<file path="src/rtl/asipe_pkg.sv">
package asipe_pkg;

    localparam int SMP_W      = 16;
    localparam int GAIN_W     = 12;
    localparam int WORD_W     = 32;
    localparam int CFG_IDX_W  = 8;
    localparam int CFG_DATA_W = 16;
    localparam int REM_W      = 11;
    localparam int PROD_W     = SMP_W + GAIN_W + 1;
    localparam int FRAC_W     = 8;
    localparam int SCL_W      = PROD_W - FRAC_W;
    localparam int SUM_W      = SCL_W + 1;
    localparam int TAB_IDX_W  = 6;
    localparam int FIFO_DEPTH = 4;
    localparam int FIFO_PTR_W = $clog2(FIFO_DEPTH);
    localparam int FIFO_CNT_W = $clog2(FIFO_DEPTH + 1);

    typedef enum logic [1:0] {
        MODE_I2S      = 2'd0,
        MODE_I2S_SWAP = 2'd1,
        MODE_PWM5     = 2'd2,
        MODE_PWM7     = 2'd3
    } t_mode;

    localparam logic [CFG_IDX_W-1:0] CFG_MODE = CFG_IDX_W'(0);
    localparam logic [CFG_IDX_W-1:0] CFG_GAIN = CFG_IDX_W'(1);

    localparam logic [GAIN_W-1:0] GAIN_RESET = GAIN_W'(742);

    typedef struct packed {
        t_mode            mode;
        logic [SMP_W-1:0] data;
    } t_job;

    typedef struct packed {
        logic full;
        logic empty;
    } t_fifo_stat;

    function automatic logic [WORD_W-1:0] pdm_word(input logic [TAB_IDX_W-1:0] idx);
        logic [WORD_W-1:0] w;
        case (idx)
            6'd0:    w = 32'h00000000;
            6'd1:    w = 32'h00000001;
            6'd2:    w = 32'h00010001;
            6'd3:    w = 32'h01010001;
            6'd4:    w = 32'h01010101;
            6'd5:    w = 32'h01110101;
            6'd6:    w = 32'h01110111;
            6'd7:    w = 32'h01111111;
            6'd8:    w = 32'h11111111;
            6'd9:    w = 32'h11111113;
            6'd10:   w = 32'h11131113;
            6'd11:   w = 32'h13131113;
            6'd12:   w = 32'h13131313;
            6'd13:   w = 32'h13331313;
            6'd14:   w = 32'h13331333;
            6'd15:   w = 32'h13333333;
            6'd16:   w = 32'h33333333;
            6'd17:   w = 32'h33333337;
            6'd18:   w = 32'h33373337;
            6'd19:   w = 32'h37373337;
            6'd20:   w = 32'h37373737;
            6'd21:   w = 32'h37773737;
            6'd22:   w = 32'h37773777;
            6'd23:   w = 32'h37777777;
            6'd24:   w = 32'h77777777;
            6'd25:   w = 32'h7777777f;
            6'd26:   w = 32'h777f777f;
            6'd27:   w = 32'h7f7f777f;
            6'd28:   w = 32'h7f7f7f7f;
            6'd29:   w = 32'h7fff7f7f;
            6'd30:   w = 32'h7fff7fff;
            6'd31:   w = 32'h7fffffff;
            default: w = 32'hffffffff;
        endcase
        return w;
    endfunction

endpackage

</file>
<file path="src/rtl/asipe_if.sv">
interface asipe_smp_if;
    logic                               valid;
    logic                               ready;
    logic signed [asipe_pkg::SMP_W-1:0] sample;

    modport source (output valid, output sample, input ready);
    modport sink   (input valid, input sample, output ready);
endinterface

interface asipe_word_if;
    logic                         valid;
    logic                         ready;
    logic [asipe_pkg::WORD_W-1:0] word;
    logic                         last;

    modport source (output valid, output word, output last, input ready);
    modport sink   (input valid, input word, input last, output ready);
endinterface

interface asipe_cfg_if;
    logic                             valid;
    logic                             ready;
    logic [asipe_pkg::CFG_IDX_W-1:0]  index;
    logic [asipe_pkg::CFG_DATA_W-1:0] data;

    modport source (output valid, output index, output data, input ready);
    modport sink   (input valid, input index, input data, output ready);
endinterface

</file>
<file path="src/rtl/asipe_front.sv">
module asipe_front (
    input  logic                 i_clk,
    input  logic                 i_rst_n,
    asipe_smp_if.sink            i_smp,
    asipe_cfg_if.sink            i_cfg,
    output asipe_pkg::t_job      o_job,
    output logic                 o_push,
    input  asipe_pkg::t_fifo_stat i_stat
);

    asipe_pkg::t_mode                          r_mode;
    logic [asipe_pkg::GAIN_W-1:0]              r_gain;
    logic                                      r_p_valid;
    logic signed [asipe_pkg::PROD_W-1:0]       r_prod;
    logic [asipe_pkg::REM_W-1:0]               r_rem;

    logic signed [asipe_pkg::PROD_W-1:0]       n_prod;
    logic [asipe_pkg::REM_W-1:0]               n_rem;
    logic signed [asipe_pkg::PROD_W-1:0]       biased;
    logic [asipe_pkg::SCL_W-1:0]               scaled;
    logic [asipe_pkg::SUM_W-1:0]               sum;
    logic [asipe_pkg::SMP_W-1:0]               s_clamp;
    logic [asipe_pkg::SMP_W-1:0]               v;
    logic                                      is_pwm;
    logic                                      in_beat;

    assign i_cfg.ready = 1'b1;
    assign o_push      = r_p_valid && !i_stat.full;
    assign i_smp.ready = !r_p_valid || o_push;
    assign in_beat     = i_smp.valid && i_smp.ready;
    assign is_pwm      = (r_mode == asipe_pkg::MODE_PWM5) || (r_mode == asipe_pkg::MODE_PWM7);

    assign n_prod = i_smp.sample * $signed({1'b0, r_gain});

    // truncate toward zero on the divide by 256
    assign biased = r_prod + (r_prod[asipe_pkg::PROD_W-1]
                    ? asipe_pkg::PROD_W'((1 << asipe_pkg::FRAC_W) - 1)
                    : asipe_pkg::PROD_W'(0));
    assign scaled = biased[asipe_pkg::PROD_W-1:asipe_pkg::FRAC_W];
    assign v      = scaled[asipe_pkg::SMP_W-1:0];

    // offset to unsigned, subtract remainder
    assign sum = {scaled[asipe_pkg::SCL_W-1], scaled}
               + asipe_pkg::SUM_W'(32768)
               - asipe_pkg::SUM_W'(r_rem);

    always_comb begin
        if (sum[asipe_pkg::SUM_W-1]) begin
            s_clamp = '0;
        end else if (|sum[asipe_pkg::SUM_W-2:asipe_pkg::SMP_W]) begin
            s_clamp = '1;
        end else begin
            s_clamp = sum[asipe_pkg::SMP_W-1:0];
        end
    end

    always_comb begin
        o_job.mode = r_mode;
        n_rem      = r_rem;
        case (r_mode)
            asipe_pkg::MODE_I2S: begin
                o_job.data = v;
            end
            asipe_pkg::MODE_I2S_SWAP: begin
                o_job.data = {v[7:0], v[15:8]};
            end
            asipe_pkg::MODE_PWM5: begin
                o_job.data = s_clamp;
                n_rem      = s_clamp[10:0];
            end
            asipe_pkg::MODE_PWM7: begin
                o_job.data = s_clamp;
                n_rem      = {2'b00, s_clamp[8:0]};
            end
            default: begin
                o_job.data = v;
            end
        endcase
    end

    always_ff @(posedge i_clk) begin
        if (!i_rst_n) begin
            r_mode    <= asipe_pkg::MODE_I2S;
            r_gain    <= asipe_pkg::GAIN_RESET;
            r_p_valid <= 1'b0;
            r_rem     <= '0;
        end else begin
            if (i_cfg.valid) begin
                case (i_cfg.index)
                    asipe_pkg::CFG_MODE: r_mode <= asipe_pkg::t_mode'(i_cfg.data[1:0]);
                    asipe_pkg::CFG_GAIN: r_gain <= i_cfg.data[asipe_pkg::GAIN_W-1:0];
                    default: ;
                endcase
            end
            if (in_beat) begin
                r_p_valid <= 1'b1;
            end else if (o_push) begin
                r_p_valid <= 1'b0;
            end
            if (o_push && is_pwm) begin
                r_rem <= n_rem;
            end
        end
    end

    always_ff @(posedge i_clk) begin
        if (in_beat) begin
            r_prod <= n_prod;
        end
    end

    a_rem_only_pwm: assert property (@(posedge i_clk) disable iff (!i_rst_n)
        !(o_push && is_pwm) |=> $stable(r_rem))
        else $error("remainder changed without a pwm job");

    a_push_needs_room: assert property (@(posedge i_clk) disable iff (!i_rst_n)
        r_p_valid && i_stat.full |=> r_p_valid && $stable(r_prod))
        else $error("product lost while queue full");

endmodule

</file>
<file path="src/rtl/asipe_fifo.sv">
module asipe_fifo (
    input  logic                  i_clk,
    input  logic                  i_rst_n,
    input  logic                  i_push,
    input  asipe_pkg::t_job       i_job,
    input  logic                  i_pop,
    output asipe_pkg::t_job       o_job,
    output asipe_pkg::t_fifo_stat o_stat
);

    asipe_pkg::t_job                   r_mem [asipe_pkg::FIFO_DEPTH];
    logic [asipe_pkg::FIFO_PTR_W-1:0]  r_wr;
    logic [asipe_pkg::FIFO_PTR_W-1:0]  r_rd;
    logic [asipe_pkg::FIFO_CNT_W-1:0]  r_count;

    assign o_stat.full  = (r_count == asipe_pkg::FIFO_CNT_W'(asipe_pkg::FIFO_DEPTH));
    assign o_stat.empty = (r_count == '0);
    assign o_job        = r_mem[r_rd];

    always_ff @(posedge i_clk) begin
        if (!i_rst_n) begin
            r_wr    <= '0;
            r_rd    <= '0;
            r_count <= '0;
        end else begin
            if (i_push) begin
                r_wr <= r_wr + 1'b1;
            end
            if (i_pop) begin
                r_rd <= r_rd + 1'b1;
            end
            if (i_push && !i_pop) begin
                r_count <= r_count + 1'b1;
            end else if (i_pop && !i_push) begin
                r_count <= r_count - 1'b1;
            end
        end
    end

    always_ff @(posedge i_clk) begin
        if (i_push) begin
            r_mem[r_wr] <= i_job;
        end
    end

    a_count_bound: assert property (@(posedge i_clk) disable iff (!i_rst_n)
        r_count <= asipe_pkg::FIFO_CNT_W'(asipe_pkg::FIFO_DEPTH))
        else $error("queue count overflow");

    a_pop_nonempty: assert property (@(posedge i_clk) disable iff (!i_rst_n)
        i_pop |-> !o_stat.empty)
        else $error("pop from empty queue");

endmodule

</file>
<file path="src/rtl/asipe_back.sv">
module asipe_back (
    input  logic                  i_clk,
    input  logic                  i_rst_n,
    input  asipe_pkg::t_job       i_job,
    input  asipe_pkg::t_fifo_stat i_stat,
    output logic                  o_pop,
    asipe_word_if.source          o_word
);

    logic                                r_valid;
    logic [1:0]                          r_beat;
    logic [asipe_pkg::WORD_W-1:0]        r_word;
    logic                                r_last;

    logic                                load;
    logic                                last_beat;
    logic [7:0]                          idx_sum;
    logic [asipe_pkg::TAB_IDX_W-1:0]     idx7;
    logic [asipe_pkg::WORD_W-1:0]        n_word;

    assign load      = !i_stat.empty && (!r_valid || o_word.ready);
    assign last_beat = (i_job.mode != asipe_pkg::MODE_PWM7) || (r_beat == 2'd3);
    assign o_pop     = load && last_beat;

    // seven-bit mode: beat i picks entry (t + 3 - i) >> 2
    assign idx_sum = {1'b0, i_job.data[15:9]} + {6'b0, 2'd3 - r_beat};
    assign idx7    = idx_sum[7:2];

    always_comb begin
        case (i_job.mode)
            asipe_pkg::MODE_I2S:      n_word = {i_job.data, i_job.data};
            asipe_pkg::MODE_I2S_SWAP: n_word = {i_job.data, i_job.data};
            asipe_pkg::MODE_PWM5:     n_word = asipe_pkg::pdm_word({1'b0, i_job.data[15:11]});
            asipe_pkg::MODE_PWM7:     n_word = asipe_pkg::pdm_word(idx7);
            default:                  n_word = {i_job.data, i_job.data};
        endcase
    end

    assign o_word.valid = r_valid;
    assign o_word.word  = r_word;
    assign o_word.last  = r_last;

    always_ff @(posedge i_clk) begin
        if (!i_rst_n) begin
            r_valid <= 1'b0;
            r_beat  <= '0;
        end else begin
            if (load) begin
                r_valid <= 1'b1;
                r_beat  <= last_beat ? 2'd0 : r_beat + 2'd1;
            end else if (o_word.ready) begin
                r_valid <= 1'b0;
            end
        end
    end

    always_ff @(posedge i_clk) begin
        if (load) begin
            r_word <= n_word;
            r_last <= last_beat;
        end
    end

    a_beat_in_pwm7: assert property (@(posedge i_clk) disable iff (!i_rst_n)
        r_beat != 2'd0 |-> !i_stat.empty && i_job.mode == asipe_pkg::MODE_PWM7)
        else $error("beat count outside a seven-bit job");

    a_head_held: assert property (@(posedge i_clk) disable iff (!i_rst_n)
        load && !last_beat |=> !i_stat.empty && $stable(i_job))
        else $error("queue head moved mid job");

endmodule

</file>
<file path="src/rtl/audio_sample_i2s_pwm_encoder_core.sv">
// Audio sample encoder for a 32-bit I2S serializer. Each sample beat is scaled by the
// unsigned Q4.8 gain and turned into one output word (I2S, I2S byte-swapped, five-bit
// PWM) or four words with last on the fourth (seven-bit PWM); PWM modes carry an
// error-feedback remainder across samples and mode changes. Samples are taken every
// cycle while the queue has room, into a multiply stage and a shaping stage that
// feed a four-entry job queue; the output side issues one word per cycle from a single
// output register while the queue holds a job and the receiver is ready, so it takes
// one word per sample in the one-word modes and four words per seven-bit PWM sample.
// A sample's first word reaches the output through the product register, the job
// queue and the output word register. Configuration writes are always taken (ready
// held high) and should be made only while idle.
module audio_sample_i2s_pwm_encoder_core (
    input  logic          i_clk,
    input  logic          i_rst_n,
    asipe_smp_if.sink     i_smp,
    asipe_cfg_if.sink     i_cfg,
    asipe_word_if.source  o_word
);

    asipe_pkg::t_job       push_job;
    asipe_pkg::t_job       head_job;
    asipe_pkg::t_fifo_stat stat;
    logic                  push;
    logic                  pop;

    asipe_front u_front (
        .i_clk   (i_clk),
        .i_rst_n (i_rst_n),
        .i_smp   (i_smp),
        .i_cfg   (i_cfg),
        .o_job   (push_job),
        .o_push  (push),
        .i_stat  (stat)
    );

    asipe_fifo u_fifo (
        .i_clk   (i_clk),
        .i_rst_n (i_rst_n),
        .i_push  (push),
        .i_job   (push_job),
        .i_pop   (pop),
        .o_job   (head_job),
        .o_stat  (stat)
    );

    asipe_back u_back (
        .i_clk   (i_clk),
        .i_rst_n (i_rst_n),
        .i_job   (head_job),
        .i_stat  (stat),
        .o_pop   (pop),
        .o_word  (o_word)
    );

endmodule

</file>
<file path="src/flat_wrapper.sv">
// flat-port wrapper written by rule: the top's interface ports become plain ports
module audio_sample_i2s_pwm_encoder_core_flat 
  (i_clk, i_rst_n, i_smp_valid, i_smp_sample, i_smp_ready, i_cfg_valid, i_cfg_index, i_cfg_data, i_cfg_ready, o_word_valid, o_word_word, o_word_last, o_word_ready);
  asipe_smp_if i_smp_i ();
  asipe_cfg_if i_cfg_i ();
  asipe_word_if o_word_i ();
  input  logic i_clk;
  input  logic i_rst_n;
  input wire logic [$bits(i_smp_i.valid)-1:0] i_smp_valid;
  input wire logic [$bits(i_smp_i.sample)-1:0] i_smp_sample;
  output wire logic [$bits(i_smp_i.ready)-1:0] i_smp_ready;
  input wire logic [$bits(i_cfg_i.valid)-1:0] i_cfg_valid;
  input wire logic [$bits(i_cfg_i.index)-1:0] i_cfg_index;
  input wire logic [$bits(i_cfg_i.data)-1:0] i_cfg_data;
  output wire logic [$bits(i_cfg_i.ready)-1:0] i_cfg_ready;
  output wire logic [$bits(o_word_i.valid)-1:0] o_word_valid;
  output wire logic [$bits(o_word_i.word)-1:0] o_word_word;
  output wire logic [$bits(o_word_i.last)-1:0] o_word_last;
  input wire logic [$bits(o_word_i.ready)-1:0] o_word_ready;
  assign i_smp_i.valid = i_smp_valid;
  assign i_smp_i.sample = i_smp_sample;
  assign i_smp_ready = i_smp_i.ready;
  assign i_cfg_i.valid = i_cfg_valid;
  assign i_cfg_i.index = i_cfg_index;
  assign i_cfg_i.data = i_cfg_data;
  assign i_cfg_ready = i_cfg_i.ready;
  assign o_word_valid = o_word_i.valid;
  assign o_word_word = o_word_i.word;
  assign o_word_last = o_word_i.last;
  assign o_word_i.ready = o_word_ready;
  audio_sample_i2s_pwm_encoder_core u_core (.i_clk(i_clk), .i_rst_n(i_rst_n), .i_smp(i_smp_i), .i_cfg(i_cfg_i), .o_word(o_word_i));
endmodule
</file>
<file path="config.mk">
export PLATFORM = sky130hd
export DESIGN_NAME = audio_sample_i2s_pwm_encoder_core_flat
export DESIGN_NICKNAME = d
export VERILOG_FILES = /design/src/rtl/asipe_pkg.sv /design/src/rtl/asipe_if.sv /design/src/rtl/asipe_front.sv /design/src/rtl/asipe_fifo.sv /design/src/rtl/asipe_back.sv /design/src/rtl/audio_sample_i2s_pwm_encoder_core.sv /design/src/flat_wrapper.sv
export SDC_FILE = /design/constraint.sdc
export NUM_CORES = 1
export LEC_CHECK = 0
export BUFFER_PORTS_ARGS = -buffer_cell sky130_fd_sc_hd__buf_2
export CAP_MARGIN = 20
export CELL_PAD_IN_SITES_DETAIL_PLACEMENT = 1
export CELL_PAD_IN_SITES_GLOBAL_PLACEMENT = 1
export CORE_ASPECT_RATIO = 1.25
export CORE_MARGIN = 1.5
export CORE_UTILIZATION = 40
export CTS_BUF_LIST = sky130_fd_sc_hd__clkbuf_16
export CTS_CLUSTER_DIAMETER = 50
export CTS_CLUSTER_SIZE = 30
export DETAILED_ROUTE_END_ITERATION = 16
export GPL_ROUTABILITY_DRIVEN = 0
export GPL_TIMING_DRIVEN = 0
export PLACE_DENSITY = 0.65
export REMOVE_ABC_BUFFERS = 1
export SYNTH_ARGS = -nofsm -noshare
export SYNTH_HDL_FRONTEND = slang
export SYNTH_SLANG_ARGS = --single-unit
</file>
<file path="constraint.sdc">
create_clock -name i_clk -period 14.9 [get_ports i_clk]
set_input_delay 0.745 -clock i_clk [delete_from_list [all_inputs] [get_ports i_clk]]
set_output_delay 0.745 -clock i_clk [all_outputs]
set_load 0.02 [all_outputs]
</file>
=== After elaboration in Yosys (flattened, before gate mapping) ===
Memory sizes are Yosys's and may differ from the RTL's. A register that Yosys moved wholly into a read port is not among the register bits.
Cells that the tools add are included.

* Add/sub/neg operators: 10
* Multiply operators: 1
* Equality and inequality tests: 10
* Muxes and demuxes: 18
* Reduce and logical (&&, ||, !) cells: 31

{| class="wikitable"
|+ Operator list
! cell !! count
|-
| 32-bit one-hot mux with 3 select lines || 1
|-
| 16-bit one-hot mux with 3 select lines || 1
|-
| 16-bit two-way mux || 2
|-
| 32-bit two-way mux || 1
|-
| 29-bit by 9-bit adder with 29-bit output || 1
|-
| 16-bit by 13-bit multiplier with 29-bit output || 1
|-
| 21-bit by 17-bit adder with 22-bit output (second input constant) || 1
|-
| 11-bit one-hot mux with 2 select lines || 1
|-
| 22-bit by 11-bit subtractor with 22-bit output || 1
|-
| 2-bit == test (second input constant) || 5
|-
| 7-bit by 2-bit adder with 8-bit output || 1
|-
| 8-bit by 1-bit == test with 1-bit output (second input constant) || 1
|-
| 8-bit zero test || 1
|-
| 8-bit two-way mux || 1
|-
| 2-bit nonzero test || 4
|-
| 1-bit logical AND || 7
|-
| 2-bit by 1-bit adder with 2-bit output (second input constant) || 3
|-
| 1-bit zero test || 6
|-
| 1-bit two-way mux || 6
|-
| 2-bit two-way mux || 3
|-
| 3-bit two-way mux || 2
|-
| 2-bit AND reduction || 3
|-
| 5-bit OR reduction || 1
|-
| 2-bit by 1-bit == test with 1-bit output (second input constant) || 2
|-
| other kinds (9) || 14
|}

* Register bits after elaboration: 98
* RAM bits: 72
* ROM bits: 1984
* Input bits: 45
* Output and inout bits: 36
* Memories: 3

{| class="wikitable"
|+ Memory list
! name !! words !! width !! rd ports !! clocked after memory_dff !! wr ports !! RTL line !! RTL
|-
| (name not given) || 32 || 31 || 1 || 0 || 0 || asipe_pkg.sv:42 || <nowiki>case (idx)</nowiki>
|-
| (name not given) || 32 || 31 || 1 || 0 || 0 || asipe_pkg.sv:42 ||
|-
| u_core.u_fifo.r_mem || 4 || 18 || 1 || 1 || 1 || asipe_fifo.sv:11 || <nowiki>asipe_pkg::t_job r_mem [asipe_pkg::FIFO_DEPTH];</nowiki>
|}

=== Logic depth before layout (Yosys ltp) ===
* Depth after elaboration: 8
* Mapped depth: 23
* Gate-level depth less buffers: 21

=== By module ===
A second synthesis with hierarchy kept.

* Cells, all modules: 1581
* Area, all modules: 16224.3 µm²

{| class="wikitable"
|+ Modules (own cells, without submodules)
! module !! instances !! cells each !! area each (µm²) !! seq. area each (µm²)
|-
| asipe_front || 1 || 1221 || 11026.8 || 1391.3
|-
| asipe_fifo || 1 || 137 || 3084.2 || 2342.2
|-
| asipe_back || 1 || 223 || 2113.3 || 1051.0
|}

=== Worst setup path before layout ===
OpenSTA, ideal clock, no wires.

* Path type: input to register
* Start point: in i_smp_sample[7]
* End point: reg u_core.u_front.r_prod[20] in the netlist's numbering (data pin)
* Library setup time: 258 ps
* Arrival time: 5650 ps
* Required time: 14642 ps
* Setup slack: 8992 ps
* Stages on the path: 19
* Cell sequence: clkbuf_1 -> nand2_1 -> fa_1 -> inv_1 -> fa_1 -> fa_1 -> inv_1 -> fa_1 -> fa_1 -> inv_1 -> ha_1 -> o21ai_0 -> nor2_1 -> o41ai_1 -> o2111ai_1 -> a31o_2 -> a21o_1 -> a21oi_1 -> xnor2_1

* Longest elaborated chain between the ends: 1

{| class="wikitable"
|+ Ends and longest elaborated chain
! element !! RTL line !! RTL
|-
| start, declared || flat_wrapper.sv:10 || <nowiki>input wire logic [$bits(i_smp_i.sample)-1:0] i_smp_sample;</nowiki>
|-
| 16-bit by 13-bit multiplier with 29-bit output || asipe_front.sv:33 || <nowiki>assign n_prod = i_smp.sample * $signed({1'b0, r_gain});</nowiki>
|-
| named net u_core.u_front.n_prod (one bit) || asipe_front.sv:17 || <nowiki>logic signed [asipe_pkg::PROD_W-1:0] n_prod;</nowiki>
|-
| end signal, assigned || asipe_front.sv:108 || <nowiki>r_prod <= n_prod;</nowiki>
|-
| end, declared || asipe_front.sv:14 || <nowiki>logic signed [asipe_pkg::PROD_W-1:0] r_prod;</nowiki>
|}

The timed path passes the listed nets, and every way through them passes these cells.
A chain may end at the register's enable or synchronous reset.

==> impl_metrics.py <==
metrics = {
    "synthesis": {
        "synth_simple_gate_area_share_pct": 14.2,
        "ys_types": 75,
        "yosys-top-cells-area": "edfxtp_1 24%, fa_1 22%, ha_1 8.6%",
        "netlist_instances": 1678,
        "yosys.area_share.adder_pct": 30.5,
        "ys_warn_count": 0,
        "synthFlopType": "edfxtp_1",
        "synth_compound_area_share_pct": 11.6,
        "ys_seq_area_share_pct": 29.1,
        "ys_ff_latch": 172,
        "async_reset_ff_share_pct": 0,
        "syn_area_um2": 16500,
        "muxShareOfSynthArea_pct": 3.48,
        "synth_commonest_cells": "256 x inv_1, 197 x nand2_1, 180 x fa_1",
        "synth_edf_count": 134,
        "synth_xor_area_share_pct": 3.56,
        "avgSynthCellArea_um2": 9.81,
        "yosys.area.top_type": "edfxtp_1",
        "yosysMostFrequentCell": "inv_1",
        "synth_top_family_by_area": "adder cells",
        "synth.top_cell.area_share_pct": 24.4,
    },
    "sta": {
        "hold_viol_final": 0,
        "grt_setup_unrepaired": "false",
        "maxSlewViolCount": 0,
        "worstMarginPinSlew_ns": 1.05,
        "finalCriticalPeriod_ns": 6.74,
        "clock.fmax_mhz": 148,
        "tns_ns": 0,
        "finalCritPeriodShare_pct": 45.2,
        "fin_hold_ws_ns": 0.480,
        "slew_headroom_pct": 29.5,
        "finalSetupViolCount": 0,
        "fin_skew_ns": 0.0181,
    },
    "power_and_ir_drop": {
        "p_leak_nw": 7.83,
        "peakVddDrop_mv": 0.110,
        "pwr_density_cell_nw_per_um2": 215,
    },
    "cts": {
        "cts_max_level": 4,
        "cts_hold_buf": 0,
        "cts_buffers": 17,
        "cts.sinks": 172,
        "cts_tree": "yes",
        "cts-root-buf": "clkbuf_16",
        "clock_path_buffers": 2,
        "cts.repair.resized": 0,
        "post-cts-setup-buffers": 0,
        "clk_latency_ns": 0.47,
        "path_clk_slew_ns": 0.08,
    },
    "global_routing": {
        "grt_pass1_vias": 13429,
        "grt_max_degree": 31,
        "grt-ovfl-total": 0,
        "antenna_found_initial": 0,
        "grt_pass1_wl_um": 68700,
        "grtUsageTotal_pct": 20.9,
    },
    "drt": {
        "finalWirelength_um": 42000,
        "viasPerCell": 5.34,
        "firstDrtPassIters": 5,
        "drc_errors": 0,
        "final_antenna_net_count": 0,
        "drt_first_iter_violations": 485,
        "wire_per_inst_um": 18.5,
        "vias": 12137,
    },
    "placed_design": {
        "port_buffers": 75,
        "dp_hpwl_um": 34000,
    },
    "floorplan": {
        "ios": 81,
        "die_area_um2": 42400,
        "start_util_pct": 40.8,
        "die_w_um": 184,
        "rows": 82,
        "design.core.area_um2": 40300,
        "die_h_um": 230,
    },
    "worst_hold_path": {
        "hold_class": "flop to flop",
    },
    "layout": {
        "fillers": 4540,
        "seq_area_um2": 4780,
        "multiInputGateArea_um2": 10500,
        "nets": 2052,
        "drive_above_1_share_pct": 9.26,
        "area_growth_pct": 9.72,
        "n_antenna_cell": 0,
    },
    "worst_setup_path": {
        "worstSetupEndpointType": "flop",
        "crit_arrival_ns": 6.85,
        "required_ns": 15.02,
        "slowest_stage": "edfxtp_1",
        "worst_setup_path_start_kind": "flop",
        "cpPeakStageDelay_ns": 0.65,
        "path_class": "flop to flop",
        "worst-path-buf-inv": 0,
        "cp_max_fo": 9,
        "cp_top_family": "compound AO/OA/AOI/OAI gates",
        "critPathMostFrequentCell": "ha_1",
        "path_cells": "ha_1 > nand4_1 > a21oi_2 > o31ai_1 > a21boi_0 > xor2_1 > ha_1 > ha_1 > fa_1 > a211oi_1 > o21ai_0 > a311oi_2 > nor3_1 > a2111oi_0 > and3_1 > a311oi_1 > o31ai_1 > nand3_1",
    },
    "flow_run": {
        "cap_violations": 0,
    },
    "run_status": {
        "status": "finished, final reports clean",
    },
}
routing by layer:
layer	vias up	wire length, um	global-route usage, %
met3	88	1240	2.38
li1	5662	-	-
met1	6129	16500	23.0
met5	-	0	0
met4	0	1710	9.78
met2	258	22600	39.5
final cells by class:
type                       count  share of cell area, %
clock inverter                14                  0.914
clock buffer                  18                   2.49
timing repair buffer          85                   3.11
tap                          546                   3.78
sequential                   172                   26.5
inverter                     258                   5.36
multi-input combinational   1180                   57.9
logic make-up after synthesis:
group | after synthesis
buffers and inverters | 326
muxes | 38
DFF | 172
and+or+nand+nor | 488
AOI/OAI and AO/OA | 294
other | 1
adders and majority gates | 293
xor gates and xnor gates | 66
worst register-to-register path, stage by stage, from the launching register on:
cell and delay (ns):
edfxtp_1 0.65, ha_1 0.43, nand4_1 0.11, a21oi_2 0.26
o31ai_1 0.12, a21boi_0 0.30, xor2_1 0.58, ha_1 0.35
ha_1 0.24, fa_1 0.44, a211oi_1 0.36, o21ai_0 0.23
a311oi_2 0.46, nor3_1 0.20, a2111oi_0 0.47, and3_1 0.22
a311oi_1 0.08, o31ai_1 0.56, nand3_1 0.36
cells in the final DEF, fill, tap and decap left out, types with 6 or more instances in the layout:
cell and instances:
inv_1 256, nand2_1 197, fa_1 180, edfxtp_1 134, ha_1 113, and2_1 111, a21oi_1 89, buf_2 75
nor2_1 68, o21ai_0 62, dfxtp_1 38, nand3_1 35, xnor2_1 35, xor2_1 30, nor3_1 22, mux2i_1 19
a31oi_1 19, clkbuf_16 18, a211oi_1 17, mux4_2 15, nor2b_1 13, a21o_1 12, o211ai_1 11, a21boi_0 10
nand4_1 9, and3_1 8, o21a_1 8, o21bai_1 7, o221ai_1 7, or3_1 6
final timing paths:
path / end / startpoint / slack [ns] / cells after the start
worst max-delay path: u_core.u_fifo.r_mem[3][11] / u_core.u_front.r_prod[28] / 8.16 / 18
worst min-delay path: u_core.u_front.r_rem[10] / u_core.u_front.r_rem[10] / 0.48 / 2
worst min register to register: u_core.u_front.r_rem[10] / u_core.u_front.r_rem[10] / 0.48 / 2
worst max register to register: u_core.u_fifo.r_mem[3][11] / u_core.u_front.r_prod[28] / 8.16 / 18
where the power goes:
| group | leakage [nW] | switching, mW | internal, mW |
|---|---|---|---|
| Sequential | 1.56 | 0.0665 | 0.763 |
| Clock | 0.303 | 0.227 | 0.236 |
| Combinational | 5.97 | 1.60 | 0.987 |
| Total | 7.83 | 1.90 | 1.99 |
sequential cells by signal (all words and copies together) (netlist names), named ones only:
name and cells:
u_core.u_back.o_word.last 1, u_core.u_back.o_word.valid 1, u_core.u_back.o_word.word 32, u_core.u_back.r_beat 2
u_core.u_fifo.r_count 3, u_core.u_fifo.r_mem 72, u_core.u_fifo.r_rd 2, u_core.u_fifo.r_wr 2
u_core.u_front.r_gain 12, u_core.u_front.r_mode 2, u_core.u_front.r_p_valid 1, u_core.u_front.r_prod 29
u_core.u_front.r_rem 11
through the flow:
stage	util (%)	total power [mW]	std cells	worst slack, ns	instance area [um2]
floorplan	-	2.70	1610	9.26	16200
global placement	42.8	3.32	2231	7.29	17200
detailed placement	43.2	3.44	2240	8.25	17400
CTS	44.7	3.92	2272	8.21	18000
global route	44.8	4.23	2273	7.59	18100
finish	44.8	3.88	2273	8.16	18100
Note: power is estimated with default switching activity, not from simulation.
